`config.mk`:
```
export PLATFORM = sky130hd
export DESIGN_NAME = double_ended_queue_unit
export DESIGN_NICKNAME = d
export VERILOG_FILES = /design/src/rtl/core/deq_pkg.sv /design/src/rtl/core/double_ended_queue_unit.sv /design/src/rtl/core/deq_cell.sv
export SDC_FILE = /design/constraint.sdc
export NUM_CORES = 1
export LEC_CHECK = 0
export ABC_AREA = 1
export BUFFER_PORTS_ARGS = -buffer_cell sky130_fd_sc_hd__buf_4
export CAP_MARGIN = 15
export CORE_AREA = 4 4 266 268
export DETAILED_ROUTE_END_ITERATION = 12
export DIE_AREA = 0 0 270 272
export HOLD_SLACK_MARGIN = 0.15
export PLACE_DENSITY_LB_ADDON = 0.05
export RECOVER_POWER = 50
export SLEW_MARGIN = 10
export SYNTH_ARGS = -nofsm -noshare
export SYNTH_HDL_FRONTEND = slang
export SYNTH_SLANG_ARGS = --single-unit
```
`constraint.sdc`:
```
create_clock -name clk -period 3.9 [get_ports clk]
set_input_delay 0.585 -clock clk [delete_from_list [all_inputs] [get_ports clk]]
set_output_delay 0.585 -clock clk [all_outputs]
set_load 0.01 [all_outputs]
```
`src/rtl/core/deq_pkg.sv`:
```
// ----------------------------------------------------------------------------
// deq_pkg: shared types and constants of the double-ended queue
// Holds the operation codes, status codes and beat structs, plus the
// per-cell command struct.
// ----------------------------------------------------------------------------
`default_nettype none

package deq_pkg;

    // default number of cells in the row
    localparam int DEPTH_DEFAULT = 16;

    localparam int DATA_W   = 32;
    localparam int FILL_W   = 5;
    localparam int OP_W     = 3;
    localparam int STATUS_W = 2;

    // operation codes; unused codes act as a plain read
    typedef enum logic [OP_W-1:0] {
        OP_INS_FRONT = 3'd0,
        OP_INS_REAR  = 3'd1,
        OP_DEL_FRONT = 3'd2,
        OP_DEL_REAR  = 3'd3,
        OP_READ      = 3'd4
    } op_t;

    // status codes
    typedef enum logic [STATUS_W-1:0] {
        ST_OK        = 2'd0,
        ST_DEL_EMPTY = 2'd1,
        ST_INS_FULL  = 2'd2
    } status_t;

    // request beat
    typedef struct packed {
        logic [OP_W-1:0]          op;
        logic signed [DATA_W-1:0] value;
    } req_t;

    // result beat
    typedef struct packed {
        logic signed [DATA_W-1:0] front_value;
        logic signed [DATA_W-1:0] rear_value;
        logic [FILL_W-1:0]        fill_count;
        logic                     is_empty;
        logic                     is_full;
        logic [STATUS_W-1:0]      status;
    } rsp_t;

    // command broadcast to every cell of the row
    typedef struct packed {
        logic shift_back;   // insert at front: each cell takes its front neighbor
        logic shift_fwd;    // delete at front: each cell takes its rear neighbor
        logic push_tail;    // insert at rear: first empty cell loads the value
        logic pop_tail;     // delete at rear: last valid cell drops out
    } cell_cmd_t;

endpackage

`default_nettype wire

```
`src/rtl/core/double_ended_queue_unit.sv`:
```
// ----------------------------------------------------------------------------
// double_ended_queue_unit: double-ended queue of signed 32-bit words
// A row of DEPTH cells kept packed toward the front; front inserts and
// deletes shift the whole row, rear ones touch the boundary cell only.
//
//   channel  | direction | handshake          | payload
//   ---------+-----------+--------------------+--------------------------
//   request  | in        | start high, busy low | req (op, value)
//   result   | out       | done, one cycle    | rsp (values, count, flags)
//
// An accepted request updates the cells at that edge; its result is on rsp
// with done high in the following cycle.
// busy is high during the result cycle, which sets the rate.
// Reset empties the row at once through the cell valid bits.
// The receiver cannot stall: done lasts exactly one cycle.
// ----------------------------------------------------------------------------
`default_nettype none

module double_ended_queue_unit #(
    parameter int DEPTH = deq_pkg::DEPTH_DEFAULT
) (
    input  wire                clk,
    input  wire                rst_n,
    input  wire                start,
    output logic               busy,
    input  wire deq_pkg::req_t req,
    output logic               done,
    output deq_pkg::rsp_t      rsp
);

    localparam int CNT_W = $clog2(DEPTH + 1);

    logic [deq_pkg::DATA_W-1:0] cell_data  [DEPTH];
    logic [DEPTH-1:0]           cell_valid;
    logic [DEPTH-1:0]           cell_last;
    logic [deq_pkg::DATA_W-1:0] cell_prev_data [DEPTH];
    logic [DEPTH-1:0]           cell_prev_valid;
    logic [deq_pkg::DATA_W-1:0] cell_next_data [DEPTH];
    logic [DEPTH-1:0]           cell_next_valid;

    deq_pkg::cell_cmd_t cmd;
    logic               accept;
    logic               is_full_now;
    logic               is_empty_now;

    logic                     done_reg;
    logic                     done_next;
    logic [CNT_W-1:0]         count_reg;
    logic [CNT_W-1:0]         count_next;
    logic [deq_pkg::STATUS_W-1:0] status_reg;
    logic [deq_pkg::STATUS_W-1:0] status_next;

    logic [deq_pkg::DATA_W-1:0] rear_word;
    logic [CNT_W+deq_pkg::FILL_W-1:0] count_wide;

    assign accept       = start && !busy;
    assign is_full_now  = cell_valid[DEPTH-1];
    assign is_empty_now = !cell_valid[0];

    // decode the request into a row command, refusing bad inserts and deletes
    always_comb
    begin
        cmd         = '0;
        status_next = deq_pkg::ST_OK;
        count_next  = count_reg;
        if (accept)
        begin
            case (req.op)
                deq_pkg::OP_INS_FRONT:
                begin
                    if (is_full_now)
                    begin
                        status_next = deq_pkg::ST_INS_FULL;
                    end
                    else
                    begin
                        cmd.shift_back = 1'b1;
                        count_next     = count_reg + CNT_W'(1);
                    end
                end
                deq_pkg::OP_INS_REAR:
                begin
                    if (is_full_now)
                    begin
                        status_next = deq_pkg::ST_INS_FULL;
                    end
                    else
                    begin
                        cmd.push_tail = 1'b1;
                        count_next    = count_reg + CNT_W'(1);
                    end
                end
                deq_pkg::OP_DEL_FRONT:
                begin
                    if (is_empty_now)
                    begin
                        status_next = deq_pkg::ST_DEL_EMPTY;
                    end
                    else
                    begin
                        cmd.shift_fwd = 1'b1;
                        count_next    = count_reg - CNT_W'(1);
                    end
                end
                deq_pkg::OP_DEL_REAR:
                begin
                    if (is_empty_now)
                    begin
                        status_next = deq_pkg::ST_DEL_EMPTY;
                    end
                    else
                    begin
                        cmd.pop_tail = 1'b1;
                        count_next   = count_reg - CNT_W'(1);
                    end
                end
                default:
                begin
                    status_next = deq_pkg::ST_OK;
                end
            endcase
        end
    end

    // neighbor wiring; the front end sees the incoming value as a valid word
    always_comb
    begin
        for (int i = 0; i < DEPTH; i++)
        begin
            if (i == 0)
            begin
                cell_prev_data[i]  = req.value;
                cell_prev_valid[i] = 1'b1;
            end
            else
            begin
                cell_prev_data[i]  = cell_data[i-1];
                cell_prev_valid[i] = cell_valid[i-1];
            end
            if (i == DEPTH - 1)
            begin
                cell_next_data[i]  = '0;
                cell_next_valid[i] = 1'b0;
            end
            else
            begin
                cell_next_data[i]  = cell_data[i+1];
                cell_next_valid[i] = cell_valid[i+1];
            end
        end
    end

    // row of cells
    for (genvar g = 0; g < DEPTH; g++)
    begin : g_cell
        deq_cell u_cell (
            .clk        (clk),
            .rst_n      (rst_n),
            .cmd        (cmd),
            .tail_data  (req.value),
            .prev_data  (cell_prev_data[g]),
            .prev_valid (cell_prev_valid[g]),
            .next_data  (cell_next_data[g]),
            .next_valid (cell_next_valid[g]),
            .data       (cell_data[g]),
            .valid      (cell_valid[g]),
            .is_last    (cell_last[g])
        );
    end

    // result strobe, fill count and status
    assign done_next = accept;

    always_ff @(posedge clk or negedge rst_n)
    begin
        if (!rst_n)
        begin
            done_reg   <= 1'b0;
            count_reg  <= '0;
            status_reg <= deq_pkg::ST_OK;
        end
        else
        begin
            done_reg   <= done_next;
            count_reg  <= count_next;
            status_reg <= status_next;
        end
    end

    // pick the rear word from the one cell flagged as last
    always_comb
    begin
        rear_word = '0;
        for (int i = 0; i < DEPTH; i++)
        begin
            rear_word = rear_word | (cell_data[i] & {deq_pkg::DATA_W{cell_last[i]}});
        end
    end

    assign count_wide = {{deq_pkg::FILL_W{1'b0}}, count_reg};

    // result beat
    always_comb
    begin
        rsp.front_value = is_empty_now ? '1 : cell_data[0];
        rsp.rear_value  = is_empty_now ? '1 : rear_word;
        rsp.fill_count  = count_wide[deq_pkg::FILL_W-1:0];
        rsp.is_empty    = is_empty_now;
        rsp.is_full     = is_full_now;
        rsp.status      = status_reg;
    end

    assign busy = done_reg;
    assign done = done_reg;

    // each accepted request gives exactly one result in the next cycle
    a_done_follows: assert property (@(posedge clk) disable iff (!rst_n)
        done == $past(start && !busy))
        else $error("result strobe does not follow accepted request");

    // occupied cells stay packed toward the front
    a_packed: assert property (@(posedge clk) disable iff (!rst_n)
        (((cell_valid >> 1) & ~cell_valid) == '0))
        else $error("gap in occupied cells");

    // empty flag agrees with the fill count
    a_empty_count: assert property (@(posedge clk) disable iff (!rst_n)
        is_empty_now == (count_reg == '0))
        else $error("empty flag and count disagree");

    // full flag agrees with the fill count
    a_full_count: assert property (@(posedge clk) disable iff (!rst_n)
        is_full_now == (count_reg == CNT_W'(DEPTH)))
        else $error("full flag and count disagree");

endmodule

`default_nettype wire

```
`src/rtl/core/deq_cell.sv`:
```
// ----------------------------------------------------------------------------
// deq_cell: one storage cell of the queue row
// Holds one word and a valid bit; moves data to or from its neighbors
// according to the broadcast command.
// ----------------------------------------------------------------------------
`default_nettype none

module deq_cell (
    input  wire                             clk,
    input  wire                             rst_n,
    input  wire deq_pkg::cell_cmd_t         cmd,
    input  wire logic [deq_pkg::DATA_W-1:0] tail_data,
    input  wire logic [deq_pkg::DATA_W-1:0] prev_data,
    input  wire logic                       prev_valid,
    input  wire logic [deq_pkg::DATA_W-1:0] next_data,
    input  wire logic                       next_valid,
    output logic [deq_pkg::DATA_W-1:0]      data,
    output logic                            valid,
    output logic                            is_last
);

    logic [deq_pkg::DATA_W-1:0] data_reg;
    logic [deq_pkg::DATA_W-1:0] data_next;
    logic                       valid_reg;
    logic                       valid_next;

    // next contents from the command and the neighbors
    always_comb
    begin
        data_next  = data_reg;
        valid_next = valid_reg;
        if (cmd.shift_back)
        begin
            data_next  = prev_data;
            valid_next = prev_valid;
        end
        else if (cmd.shift_fwd)
        begin
            data_next  = next_data;
            valid_next = next_valid;
        end
        else if (cmd.push_tail)
        begin
            if (!valid_reg && prev_valid)
            begin
                data_next  = tail_data;
                valid_next = 1'b1;
            end
        end
        else if (cmd.pop_tail)
        begin
            if (valid_reg && !next_valid)
            begin
                valid_next = 1'b0;
            end
        end
    end

    // occupancy flag
    always_ff @(posedge clk or negedge rst_n)
    begin
        if (!rst_n)
        begin
            valid_reg <= 1'b0;
        end
        else
        begin
            valid_reg <= valid_next;
        end
    end

    // word storage
    always_ff @(posedge clk)
    begin
        data_reg <= data_next;
    end

    assign data    = data_reg;
    assign valid   = valid_reg;
    assign is_last = valid_reg && !next_valid;

endmodule

`default_nettype wire

```
==> summary.json <==
{
  "post_route_cells_drive_above_1_share": {"value": 8.26, "unit": "%"},
  "post-route-drc-count": {"value": 0},
  "combinational_family_with_the_most_area_after_synthesis": {"value": "simple AND/OR/NAND/NOR gates"},
  "dp.cells": {"value": 3897},
  "resized_cells_post_cts": {"value": 0},
  "synth.largest_area_cell": {"value": "sky130_fd_sc_hd__edfxtp_1"},
  "detailedRoute.firstIterationViolations": {"value": 2828},
  "grt_util_all_layers": {"value": 27.9, "unit": "%"},
  "pin_count_of_the_biggest_net_entering_global_routing": {"value": 191},
  "final.setup_skew": {"value": 0.0184, "unit": "ns"},
  "ys.warnings.count": {"value": 0},
  "synthTopCellsByArea": {"value": "sky130_fd_sc_hd__edfxtp_1 55%, sky130_fd_sc_hd__nand2_1 16%, sky130_fd_sc_hd__o211ai_1 5.1%"},
  "cts_buffer_depth": {"value": 3},
  "cts_buffers": {"value": 61},
  "area_growth": {"value": 12.8, "unit": "%"},
  "overflow_after_grt": {"value": 0},
  "synth_simple_gate_area_share": {"value": 23.8, "unit": "%"},
  "ant_nets": {"value": 0},
  "root_buffer": {"value": "sky130_fd_sc_hd__clkbuf_16"},
  "critPathLaunchType": {"value": "input pin"},
  "synth_nets": {"value": 3085},
  "area_of_the_die": {"value": 0.0734, "unit": "sq mm"},
  "postSynthCellCount": {"value": 3043},
  "synth-edff-count": {"value": 512},
  "synthArstFlopShare": {"value": 4.48, "unit": "%"},
  "post-route-min-period": {"value": 3.64, "unit": "ns"},
  "arithmetic_cell_share_of_the_synthesized_area_counting_full_adders_half_adders_and_majority_gates": {"value": 0.207, "unit": "%"},
  "final_weighted_congestion_in_routability_driven_placement": {"value": 0.840},
  "post-route-period-util": {"value": 93.4, "unit": "%"},
  "max_slew_margin": {"value": -28.0, "unit": "%"},
  "detailroute.via_count": {"value": 24064},
  "commonest_cells_post_synth": {"value": "1,157 x sky130_fd_sc_hd__nand2_1, 512 x sky130_fd_sc_hd__edfxtp_1, 266 x sky130_fd_sc_hd__nand3_1, 222 x sky130_fd_sc_hd__inv_1, 188 x sky130_fd_sc_hd__o211ai_1"},
  "synth_most_common_cell": {"value": "sky130_fd_sc_hd__nand2_1"},
  "irDropWorstVdd": {"value": 0.369, "unit": "mV"},
  "post_synth_xor_area_fraction": {"value": 0.158, "unit": "%"},
  "power.combinational.fraction": {"value": 12.3, "unit": "%"},
  "cp-end-kind": {"value": "flip-flop"},
  "core_area": {"value": 0.0683, "unit": "sq mm"},
  "power.clock.fraction": {"value": 42.0, "unit": "%"},
  "viasPerCell": {"value": 5.99},
  "ys.flop_type": {"value": "sky130_fd_sc_hd__edfxtp_1"},
  "worstSkewPairLatency": {"value": 0.64, "unit": "ns"},
  "first_pass_grt_wire_length": {"value": 154, "unit": "mm"},
  "diodes_inserted": {"value": 0},
  "compound_gate_fraction_of_synth_area": {"value": 11.6, "unit": "%"},
  "crit_fanout": {"value": 19},
  "internal_power": {"value": 10.8, "unit": "mW"},
  "synthesis.area_per_instance": {"value": 9.13, "unit": "sq um"},
  "worstHoldPathType": {"value": "in -> reg"},
  "seqPwrFrac": {"value": 45.8, "unit": "%"},
  "net-switching-power": {"value": 3.89, "unit": "mW"},
  "setup_repair_after_global_routing_missed_its_margin": {"value": "false"},
  "tritoncts": {"value": "yes"},
  "detail_route.wirelength": {"value": 106, "unit": "mm"},
  "floorplan.initialDensity": {"value": 40.7, "unit": "%"},
  "worst-endpoint-required": {"value": 4.22, "unit": "ns"},
  "yosysUniqueCellTypes": {"value": 35},
  "report.final.setup_viol": {"value": 0},
  "status": {"value": "finished with violations"},
  "mappedNetlistArea": {"value": 0.0278, "unit": "sq mm"},
  "count_of_input_and_output_buffers": {"value": 112},
  "max_reg_flops": {"value": 512},
  "maxCapViolCount": {"value": 5},
  "number_of_top_level_pins": {"value": 113},
  "finalNetCount": {"value": 3123},
  "antenna_found_initial": {"value": 0},
  "die_x": {"value": 270, "unit": "microns"},
  "cell_pwr_density": {"value": 467, "unit": "mW/mm^2"},
  "hold_ws": {"value": 0.218, "unit": "ns"},
  "synthMuxAreaShare": {"value": 0, "unit": "%"},
  "p_leak": {"value": 11.0, "unit": "nW"},
  "hold_viol": {"value": 0},
  "synth-seq-area-share": {"value": 57.5, "unit": "%"},
  "timing.final.max_slew_violations": {"value": 199},
  "row_count": {"value": 96},
  "post_layout_nonfiller_instances": {"value": 4016},
  "drt_pre_antenna_iters": {"value": 6},
  "critical_path_class": {"value": "in -> reg"},
  "cts_sinks": {"value": 536},
  "timing_worst_slew_pin_value": {"value": 1.92, "unit": "ns"},
  "vias_in_the_first_global_route": {"value": 22985},
  "power_switching_share": {"value": 26.5, "unit": "%"},
  "die_height": {"value": 272, "unit": "microns"},
  "post-dp-hpwl": {"value": 61.0, "unit": "mm"},
  "ys_seq_elements": {"value": 536},
  "violations": {"value": "capacitance limit, slew limit"},
  "post_drt_wl_per_cell": {"value": 26.3, "unit": "microns"},
  "max_freq": {"value": 275, "unit": "MHz"},
  "yosysTopAreaCellShare": {"value": 55.3, "unit": "%"},
  "clk_pin_slew": {"value": 0.06, "unit": "ns"},
  "htree_num_levels": {"value": 2},
  "worstPathArrival": {"value": 3.97, "unit": "ns"}
}
final timing paths:
check                                       start  cells after the start                   endpoint  slack, ns
max reg2reg                g_cell[0].u_cell.valid                      6  g_cell[6].u_cell.data[20]       0.40
min                                         start                      3                       busy       0.22
max in group asynchronous                   rst_n                      2    g_cell[15].u_cell.valid       1.63
min in group asynchronous                   rst_n                      2                       busy       1.01
max                                       req[34]                      9  g_cell[4].u_cell.data[25]       0.26
min reg2reg                                  busy                      1                       busy       0.53
cell families (layout without fill, tap and decap cells):
logic type | after synthesis | after routing
simple gates | 1591 | 1591
flops | 536 | 536
compound gates | 464 | 464
buf+inv | 443 | 534
xor+xnor | 5 | 5
fa+ha+maj | 4 | 4
per-stage QoR:
step	worst slack [ns]	instance area [sq um]	total power [mW]	util [%]	TNS, ns
CTS	0.304	31800	14.8	46.5	0
detailed placement	0.728	29600	8.68	43.4	0
floorplan	-0.224	27800	7.80	-	-92.38
global placement	0.653	29600	8.65	43.4	0
finish	0.259	31300	14.6	45.9	0
global route	0.126	31300	15.1	45.9	0
placed cells by master (no fill, tap or decap), types with 8 or more instances in the layout:
| master | instances |
|---|---|
| sky130_fd_sc_hd__dfrtp_1 | 22 |
| sky130_fd_sc_hd__clkbuf_1 | 61 |
| sky130_fd_sc_hd__clkbuf_2 | 10 |
| sky130_fd_sc_hd__clkinv_2 | 14 |
| sky130_fd_sc_hd__nand3_1 | 266 |
| sky130_fd_sc_hd__buf_12 | 9 |
| sky130_fd_sc_hd__clkinv_1 | 20 |
| sky130_fd_sc_hd__o211ai_1 | 188 |
| sky130_fd_sc_hd__o22ai_1 | 42 |
| sky130_fd_sc_hd__o2111ai_1 | 51 |
| sky130_fd_sc_hd__o21ai_0 | 81 |
| sky130_fd_sc_hd__o221ai_1 | 50 |
| sky130_fd_sc_hd__buf_4 | 115 |
| sky130_fd_sc_hd__bufinv_16 | 12 |
| sky130_fd_sc_hd__a21oi_1 | 40 |
| sky130_fd_sc_hd__clkbuf_16 | 61 |
| sky130_fd_sc_hd__inv_1 | 220 |
| sky130_fd_sc_hd__nor2_4 | 8 |
| sky130_fd_sc_hd__nand2_1 | 1163 |
| sky130_fd_sc_hd__nand4_1 | 58 |
| sky130_fd_sc_hd__edfxtp_1 | 512 |
| sky130_fd_sc_hd__nor2_1 | 62 |
| sky130_fd_sc_hd__nor3_1 | 23 |
cell type report:
class | instances | area (sq um)
Tap cell | 882 | 1100
Fill cell | 6602 | 37000
Multi-Input combinational cell | 2064 | 9980
Clock inverter | 46 | 539
Sequential cell | 536 | 16000
Timing Repair Buffer | 190 | 1320
Clock buffer | 70 | 1560
Inverter | 228 | 856
worst max-delay path, cell delays in order:
cell and delay (ns):
sky130_fd_sc_hd__dlygate4sd3_1 0.53, sky130_fd_sc_hd__clkbuf_1 0.14, sky130_fd_sc_hd__nor2_1 0.20, sky130_fd_sc_hd__nand2_1 0.07, sky130_fd_sc_hd__nor2_1 0.29, sky130_fd_sc_hd__inv_1 0.38
sky130_fd_sc_hd__buf_4 0.29, sky130_fd_sc_hd__o21ai_2 1.11, sky130_fd_sc_hd__buf_12 0.33
metal layers:
metal / part of all wire [%] / GRT usage (%) / vias up
li1: - / - / 10706
met1: 43 / 39.8 / 11830
met2: 45 / 43.9 / 1325
met3: 9.2 / 4.63 / 203
met4: 3.3 / 8.41 / 0
met5: 0 / 0 / -
timing repair:
item / 4_1_cts / 5_1_grt
hold buffers: 3 / 0
endpoints found under the hold margin: 25 / 0
setup buffers: 0 / 0
power groups by stage:
stage | Sequential (mW) | Clock, mW | Combinational (mW)
final | 6.70 | 6.15 | 1.80
after global routing | 6.72 | 6.47 | 1.94
after CTS | 6.70 | 6.25 | 1.86
after detailed placement | 6.82 | 0 | 1.86
after global placement | 6.81 | 0 | 1.83
after floorplan | 6.79 | 0 | 1.01
No activity file was read; power rests on OpenSTA's default activity.
